`src/rtl/core/bvma_pkg.sv`:
```
// ----------------------------------------------------------------------------
// Battery voltage moving average package
// Field widths, scaling constants and shared types.
// ----------------------------------------------------------------------------
package bvma_pkg;

	localparam int unsigned SAMPLE_W        = 10;
	localparam int unsigned TENTHS_W        = 7;
	localparam int unsigned WINDOW_LOG2_DEF = 5;

	localparam int unsigned RESET_ENTRY = 96;
	localparam int unsigned TENTHS_MAX  = 101;

	// Pin voltage stage: (x * 330 + 511) / 1023.
	localparam int unsigned PIN_SCALE = 330;
	localparam int unsigned PIN_ROUND = 511;
	localparam int unsigned PIN_DIV   = 1023;
	localparam int unsigned PIN_SHIFT = 10;
	localparam int unsigned PIN_N_W   = 19;
	localparam int unsigned PIN_W     = PIN_N_W - PIN_SHIFT;

	// Divider stage: (p * 10100 + 1650) / 33000.
	localparam int unsigned DIV_SCALE   = 3300 + 6800;
	localparam int unsigned DIV_ROUND   = 1650;
	localparam int unsigned DIV_DIV     = 33000;
	localparam int unsigned RECIP_SHIFT = 32;
	localparam int unsigned RECIP_W     = 17;
	localparam logic [RECIP_W-1:0] DIV_RECIP = RECIP_W'((64'd1 << RECIP_SHIFT) / DIV_DIV);
	localparam int unsigned M_W    = 22;
	localparam int unsigned PROD_W = M_W + RECIP_W;

	typedef struct packed {
		logic rd;
		logic commit;
	} ring_ctrl_t;

	typedef enum logic [2:0] {
		ST_IDLE  = 3'b001,
		ST_SCALE = 3'b010,
		ST_HOLD  = 3'b100
	} state_t;

endpackage

```
`src/rtl/core/bvma_scale.sv`:
```
// ----------------------------------------------------------------------------
// Battery voltage scaling pipeline
// Four registered stages turn a raw reading into tenths of a volt.
// ----------------------------------------------------------------------------
module bvma_scale (
	input  logic                           clk,
	input  logic                           arst_n,
	input  logic                           start,
	input  logic [bvma_pkg::SAMPLE_W-1:0]  sample,
	output logic                           done,
	output logic [bvma_pkg::TENTHS_W-1:0]  tenths
);
	import bvma_pkg::*;

	logic               v_s1, v_s2, v_s3, v_s4;
	logic [PIN_N_W-1:0] n_s1;
	logic [M_W-1:0]     m_s2, m_s3;
	logic [TENTHS_W-1:0] q_s3, t_s4;

	logic [PIN_W-1:0]  pin_est;
	logic [PIN_SHIFT:0] pin_rem;
	logic [PIN_W-1:0]  pin;
	logic [M_W-1:0]    m_next;
	logic [PROD_W-1:0] prod;
	logic [M_W-1:0]    rem;
	logic [TENTHS_W-1:0] t_next;

	// Division by 1023 starts from a shift by 1024, which is low by at most one.
	always_comb begin
		pin_est = n_s1[PIN_N_W-1:PIN_SHIFT];
		pin_rem = (PIN_SHIFT+1)'(n_s1[PIN_SHIFT-1:0]) + (PIN_SHIFT+1)'(pin_est);
		pin     = pin_est + PIN_W'(pin_rem >= (PIN_SHIFT+1)'(PIN_DIV));
		m_next  = M_W'(pin) * M_W'(DIV_SCALE) + M_W'(DIV_ROUND);
	end

	// Division by 33000 uses a truncated reciprocal and one correction step.
	assign prod = PROD_W'(m_s2) * PROD_W'(DIV_RECIP);

	always_comb begin
		rem    = m_s3 - M_W'(q_s3) * M_W'(DIV_DIV);
		t_next = q_s3 + TENTHS_W'(rem >= M_W'(DIV_DIV));
	end

	always_ff @(posedge clk or negedge arst_n) begin
		if (!arst_n) begin
			v_s1 <= 1'b0;
			v_s2 <= 1'b0;
			v_s3 <= 1'b0;
			v_s4 <= 1'b0;
		end else begin
			v_s1 <= start;
			v_s2 <= v_s1;
			v_s3 <= v_s2;
			v_s4 <= v_s3;
		end
	end

	always_ff @(posedge clk) begin
		if (start) begin
			n_s1 <= PIN_N_W'(sample) * PIN_N_W'(PIN_SCALE) + PIN_N_W'(PIN_ROUND);
		end
		if (v_s1) begin
			m_s2 <= m_next;
		end
		if (v_s2) begin
			q_s3 <= prod[RECIP_SHIFT +: TENTHS_W];
			m_s3 <= m_s2;
		end
		if (v_s3) begin
			t_s4 <= t_next;
		end
	end

	assign done   = v_s4;
	assign tenths = t_s4;

endmodule

```
`src/rtl/core/bvma_ring.sv`:
```
// ----------------------------------------------------------------------------
// Battery voltage sample ring
// Sample memory with running sum, write index and per-entry valid bits.
// ----------------------------------------------------------------------------
module bvma_ring #(
	parameter int unsigned WINDOW_LOG2 = bvma_pkg::WINDOW_LOG2_DEF
) (
	input  logic                          clk,
	input  logic                          arst_n,
	input  bvma_pkg::ring_ctrl_t          ctrl,
	input  logic [bvma_pkg::TENTHS_W-1:0] tenths,
	output logic [bvma_pkg::TENTHS_W-1:0] mean
);
	import bvma_pkg::*;

	localparam int unsigned DEPTH = 1 << WINDOW_LOG2;
	localparam int unsigned SUM_W = TENTHS_W + WINDOW_LOG2;

	logic [TENTHS_W-1:0]    mem [DEPTH];
	logic [DEPTH-1:0]       valid_q;
	logic [WINDOW_LOG2-1:0] idx_q;
	logic [SUM_W-1:0]       sum_q;
	logic [TENTHS_W-1:0]    rd_data_q;
	logic                   rd_valid_q;
	logic [TENTHS_W-1:0]    old_entry;
	logic [SUM_W-1:0]       sum_next;

	// An entry that was never written still holds its reset value.
	assign old_entry = rd_valid_q ? rd_data_q : TENTHS_W'(RESET_ENTRY);
	assign sum_next  = sum_q - SUM_W'(old_entry) + SUM_W'(tenths);
	assign mean      = sum_next[SUM_W-1 -: TENTHS_W];

	always_ff @(posedge clk) begin
		if (ctrl.commit) begin
			mem[idx_q] <= tenths;
		end
		if (ctrl.rd) begin
			rd_data_q <= mem[idx_q];
		end
	end

	always_ff @(posedge clk or negedge arst_n) begin
		if (!arst_n) begin
			valid_q    <= '0;
			idx_q      <= '0;
			sum_q      <= SUM_W'(RESET_ENTRY) << WINDOW_LOG2;
			rd_valid_q <= 1'b0;
		end else begin
			if (ctrl.rd) begin
				rd_valid_q <= valid_q[idx_q];
			end
			if (ctrl.commit) begin
				valid_q[idx_q] <= 1'b1;
				idx_q          <= idx_q + 1'b1;
				sum_q          <= sum_next;
			end
		end
	end

endmodule

```
`src/rtl/core/battery_voltage_moving_average.sv`:
```
// ----------------------------------------------------------------------------
// Battery voltage moving average
// Scales raw battery readings to tenths of a volt and averages the last
// 2^WINDOW_LOG2 of them.
// ----------------------------------------------------------------------------
// One sample is handled at a time: it passes through the scaling pipeline
// (pin voltage, divider product, reciprocal multiply, correction), and then,
// in the cycle in which scaling ends if the output register is free, the
// ring entry, the running sum and the write index are updated and the mean
// is loaded into the output register. The ring's old entry is read from the
// sample memory into a register as the sample is accepted and scaling starts.
// The output register lets the next sample enter while a mean still waits;
// if it is still occupied when scaling ends, the update waits for it. After
// reset every ring entry reads as 96 (9.6 V) through per-entry valid bits, so
// the block accepts samples at once with no clearing pass.
// ----------------------------------------------------------------------------
module battery_voltage_moving_average #(
	parameter int unsigned WINDOW_LOG2 = bvma_pkg::WINDOW_LOG2_DEF
) (
	input  logic                          clk,
	input  logic                          arst_n,
	input  logic                          in_valid,
	output logic                          in_ready,
	input  logic [bvma_pkg::SAMPLE_W-1:0] adc_sample,
	output logic                          out_valid,
	input  logic                          out_ready,
	output logic [bvma_pkg::TENTHS_W-1:0] battery_tenths_volt
);
	import bvma_pkg::*;

	state_t              state_q, state_next;
	ring_ctrl_t          ring_ctrl;
	logic                scale_done;
	logic [TENTHS_W-1:0] tenths;
	logic [TENTHS_W-1:0] mean;
	logic                out_free;
	logic                out_valid_q;
	logic [TENTHS_W-1:0] out_q;

	bvma_scale u_scale (
		.clk    (clk),
		.arst_n (arst_n),
		.start  (ring_ctrl.rd),
		.sample (adc_sample),
		.done   (scale_done),
		.tenths (tenths)
	);

	bvma_ring #(
		.WINDOW_LOG2 (WINDOW_LOG2)
	) u_ring (
		.clk    (clk),
		.arst_n (arst_n),
		.ctrl   (ring_ctrl),
		.tenths (tenths),
		.mean   (mean)
	);

	assign in_ready = (state_q == ST_IDLE);
	assign out_free = !out_valid_q || out_ready;

	always_comb begin
		ring_ctrl.rd     = in_valid && in_ready;
		ring_ctrl.commit = 1'b0;
		state_next       = state_q;
		case (state_q)
			ST_IDLE: begin
				if (ring_ctrl.rd) begin
					state_next = ST_SCALE;
				end
			end
			ST_SCALE: begin
				if (scale_done) begin
					ring_ctrl.commit = out_free;
					state_next       = out_free ? ST_IDLE : ST_HOLD;
				end
			end
			ST_HOLD: begin
				ring_ctrl.commit = out_free;
				if (out_free) begin
					state_next = ST_IDLE;
				end
			end
			default: begin
				state_next = ST_IDLE;
			end
		endcase
	end

	always_ff @(posedge clk or negedge arst_n) begin
		if (!arst_n) begin
			state_q     <= ST_IDLE;
			out_valid_q <= 1'b0;
		end else begin
			state_q <= state_next;
			if (ring_ctrl.commit) begin
				out_valid_q <= 1'b1;
			end else if (out_ready) begin
				out_valid_q <= 1'b0;
			end
		end
	end

	always_ff @(posedge clk) begin
		if (ring_ctrl.commit) begin
			out_q <= mean;
		end
	end

	assign out_valid           = out_valid_q;
	assign battery_tenths_volt = out_q;

endmodule

```
`config.mk`:
```
export PLATFORM = sky130hd
export DESIGN_NAME = battery_voltage_moving_average
export DESIGN_NICKNAME = d
export VERILOG_FILES = /design/src/rtl/core/bvma_pkg.sv /design/src/rtl/core/bvma_scale.sv /design/src/rtl/core/bvma_ring.sv /design/src/rtl/core/battery_voltage_moving_average.sv
export SDC_FILE = /design/constraint.sdc
export NUM_CORES = 1
export LEC_CHECK = 0
export BUFFER_PORTS_ARGS = -buffer_cell sky130_fd_sc_hd__buf_2
export CAP_MARGIN = 20
export CORE_ASPECT_RATIO = 2
export CORE_UTILIZATION = 25
export CTS_BUF_LIST = sky130_fd_sc_hd__clkbuf_8
export CTS_CLUSTER_DIAMETER = 40
export DETAILED_ROUTE_END_ITERATION = 10
export PLACE_DENSITY_LB_ADDON = 0.25
export SYNTH_ARGS = -nofsm -noshare
export SYNTH_HDL_FRONTEND = slang
export SYNTH_SLANG_ARGS = --single-unit
```
`constraint.sdc`:
```
create_clock -name clk -period 9.2 [get_ports clk]
set_clock_uncertainty 0.2 [all_clocks]
set_input_delay 1.38 -clock clk [delete_from_list [all_inputs] [get_ports clk]]
set_output_delay 1.38 -clock clk [all_outputs]
set_load 0.02 [all_outputs]
```
==> results list <==
* Worst endpoint required time: 9.42 ns
- In this run, synthesis inferred 309 flip-flops with an integrated enable.
- In this run the worst hold path is classified as reg -> reg.
- In this run the horizontal extent of the chip is 231.0 um.
* IO buf count: 22
* Drt first-iter violations: 584
- Routed vias: 15710
- The worst register-to-register path begins at u_scale.n_s1[12]$_DFFE_PP_.
- For the pin with the worst max-slew slack, the measured transition is 1.070 ns.
- For this design, the slowest cell found on the critical path is fa_1.
* Sequential Area: 0.01074 sq mm
- Hold path depth: 1
* Final Max Slew Viols: 0
* Post-route DRC: 0
- After floorplanning, the core was sized to cover 0.1036 sq mm.
- Maximum clock insertion buffer count: 3
- Type of origin of the critical path: flop
* Synthesis-to-finish area growth: 11.88%
- Entering global routing, the biggest net connects 50 pins.
- After filler insertion, the fill cell instance count of the layout stands at 10760.
* Shortest period the worst path allows: 8.324 ns
- The first detailed-routing pass ran for 5 iterations.
- For this design the top-level I/O count stands at 23.
- Post-synthesis sequential area ratio: 40.94%
- Mean routed wirelength per cell: 18.59 um
* Most repeated cell in the gate-level netlist after synthesis: ha_1
- Vias in the first global route: 18020
- The top cell type by area accounts for 35.39% of the synthesized area.
* H-tree depth: 2
* Combinational family with the most area after synthesis: adder cells
- The number of different library cells used by synthesis comes to 81.
* Worst slack after detailed placement: 0.8339 ns
- Total Routed Length: 65350 um
* Endpoint of the lowest-slack register-to-register path: u_scale.m_s2[20]$_DFFE_PP_
* Compound-gate portion of the synthesized area: 7.068%
* Element type at the critical path end: flop
- The floorplan has 167 rows.
- In the finished design, the share of the clock period the worst path needs comes to 90.48%.
- Counting flops and latches in the post-synthesis netlist gives 367.
- Dominant cell type by count on the critical path: ha_1
- Routability congestion estimate: 0.8418
- Slack of the worst reg-to-reg path: 0.88 ns
- Xor/xnor share of the synthesized area: 3.937%
- Along the worst path, the maximum fanout reaches 5.
- Delay of the slowest cell on the worst path: 0.54 ns
- After Yosys synthesis, full adders, half adders and majority gates account for 30.48% of the synthesized area.
* Count of cells along the worst register-to-register path: 32
* Share of synthesized cell area in and, or, nand and nor gates: 6.820%
- Maximum achievable frequency: 120.1 MHz
- Number of maximum-capacitance constraint violations: 0
* Placed Cells incl. Taps: 3400
- The path with the worst hold slack has its endpoint at u_ring.valid_q[25]$_DFFE_PN0P_.
* Synth async-reset ratio: 15.80%
- Die extent in y: 460.0 um
* Overall fraction of global-route tracks in use: 12.64%
- Yosys printed 0 warnings.
- Die area: 0.1062 sq mm
- Number of setup buffers added after CTS: 0
* Overflow after GRT: 0
- Routed via count divided by cell count: 4.470
- Mapped cell area: 0.02622 sq mm
* Number of clock sinks seen by CTS: 367
- Synthesis produced a netlist with a net count of 2572.
* Mux share of post-synthesis cell area: 5.827%
- Summing all multi-input logic gate instances after layout gives 0.01419 sq mm.
- After legalization and detailed placement, the total HPWL measured 52090 um.
* Starting utilization of the core area: 25.30%
- TritonCTS built the clock tree.
- Final critical-path setup slack: 0.8757 ns
- Gates resized during post-CTS repair numbered 0.
- Rel. slew slack: 28.52%
- The root buffer cell chosen for the clock tree is clkbuf_8.
- Fraction of the core area covered by cells at the end of the flow: 28.30%
* Number of hold-slack violations in the final timing report: 0
* Initial antenna violation count: 1
* Number of standard cells in the final layout excluding fillers: 3515
- Setup repair after global routing left no endpoint under its margin.
- The flow ran to the end, and the final reports show no timing, DRC or antenna violations.
* Fraction of final layout cells with drive strength greater than 1: 12.16%
- Cell count after synthesis: 2037
- By area the synthesized netlist is led by edfxtp_1, ha_1, fa_1.
* Number of hold buffers added after cts: 0
- Worst hold start: u_ring.valid_q[25]$_DFFE_PN0P_
* Number of endpoints failing setup at the final stage: 0
- edfxtp_1 takes more of the synthesized area than any other cell.
* Clk_lat worst skew: 0.68 ns
* Classification of the worst setup path: reg -> reg
* Clock transition at the registers of the reported paths: 0.06 ns
- Mean post-synth cell area: 12.87 sq um
- Critical path arrival: 8.54 ns
- The first global-routing pass estimated 101200 um of wire.
- For the final routed database, the setup TNS stands at 0 ns.
* Most common flop cell mapped by yosys: edfxtp_1
- Counting the buffers created by CTS gives 60.
- Number of nets in the layout: 2645
- By count the netlist is led by ha_1, inv_1, edfxtp_1, fa_1, nor2_1.
- Once detail routing completed, the nets flagged for antenna violations numbered 0.
-- cells in the final DEF (no fill, tap or decap), drive strengths merged, types with 5 or more instances in the layout --
| cell | n |
|---|---|
| clkbuf | 60 |
| nand3b | 7 |
| and2 | 11 |
| o21a | 15 |
| ha | 325 |
| bufinv | 6 |
| nor3b | 7 |
| nand2 | 69 |
| fa | 196 |
| clkinvlp | 5 |
| o31ai | 7 |
| a21oi | 60 |
| dfrtp | 55 |
| nand4 | 16 |
| nand3 | 21 |
| clkinv | 28 |
| a21o | 25 |
| edfxtp | 309 |
| xnor2 | 75 |
| a211oi | 11 |
| o2111ai | 5 |
| a21boi | 6 |
| nor2 | 100 |
| or2 | 37 |
| a31oi | 6 |
| o21ai | 45 |
| inv | 330 |
| mux2 | 5 |
| nor3 | 22 |
| mux4 | 64 |
| or3b | 5 |
| or3 | 8 |
| xor2 | 42 |
| o211ai | 9 |
| nand2b | 10 |
| nor2b | 17 |
| o21bai | 8 |
| buf | 37 |
| and3 | 8 |
| a22oi | 34 |
-- flip-flops by register name, summed over array words and instances (netlist names) --
register,cells
u_ring.mem,224
u_ring.valid_q,32
out_valid,1
u_scale.m_s2,20
u_scale.tenths,7
u_scale.v_s3,1
battery_tenths_volt,7
u_scale.q_s3,7
u_scale.n_s1,18
u_ring.sum_q,12
state_q,3
u_ring.idx_q,5
u_scale.m_s3,19
u_scale.v_s2,1
u_scale.v_s1,1
u_ring.rd_valid_q,1
u_ring.rd_data_q,7
u_scale.done,1
-- worst max-delay path: cells and delay by family, from the launching register on --
kind            cells  cell delay (ns)
compound gates     10             1.99
xor+xnor            4             0.95
fa+ha+maj           8             2.85
buf+inv             2             0.10
flops               1             0.49
simple gates        8             1.47
-- worst max-delay path by stage --
stage,from,endpoint,slack [ns],cells past startpoint
floorplan,u_scale.n_s1[12]$_DFFE_PP_,u_scale.m_s2[20]$_DFFE_PP_,1.65,32
global placement,u_scale.n_s1[12]$_DFFE_PP_,u_scale.m_s2[21]$_DFFE_PP_,0.85,32
detailed placement,u_scale.n_s1[12]$_DFFE_PP_,u_scale.m_s2[21]$_DFFE_PP_,0.83,32
CTS,u_scale.n_s1[12]$_DFFE_PP_,u_scale.m_s2[21]$_DFFE_PP_,0.79,32
global route,u_scale.n_s1[12]$_DFFE_PP_,u_scale.m_s2[20]$_DFFE_PP_,0.18,32
finish,u_scale.n_s1[12]$_DFFE_PP_,u_scale.m_s2[20]$_DFFE_PP_,0.88,32
-- metrics by stage --
step           cell area [sq um]  hold WS [ns]
2_1_floorplan              26220        0.2337
3_3_place_gp               28020        0.2447
3_5_place_dp               28050        0.2487
4_1_cts                    29330        0.2626
5_1_grt                    29330        0.2804
6_report                   29330        0.2641
-- cells by family after synthesis --
group | count (synthesis)
adder cells (fa/ha/maj) | 521
flip-flops | 367
AND/OR/NAND/NOR | 350
buffers and inverters | 341
AO/OA/AOI/OAI | 269
XOR/XNOR | 117
multiplexers | 72
-- area by class of cell --
cell class | instances | area share (%)
Inverter | 315 | 4.031
Clock buffer | 60 | 2.815
Clock inverter | 54 | 1.548
Multi-Input combinational cell | 1329 | 48.38
Tap cell | 1352 | 5.767
Timing Repair Buffer | 37 | 0.8361
Antenna cell | 1 | 0.008531
Sequential cell | 367 | 36.61
-- layer usage --
metal / global-route usage (%) / up-vias / part of all wire [%]
met3: 1.276 / 122 / 2.0
met5: 0 / - / 0
li1: - / 7376 / -
met2: 27.99 / 235 / 63
met4: 6.551 / 0 / 5.0
met1: 10.19 / 7980 / 29
Power is left out: the tool's default activity adds up to more than one toggle a clock period on the data nets, which glitch-free logic cannot reach.
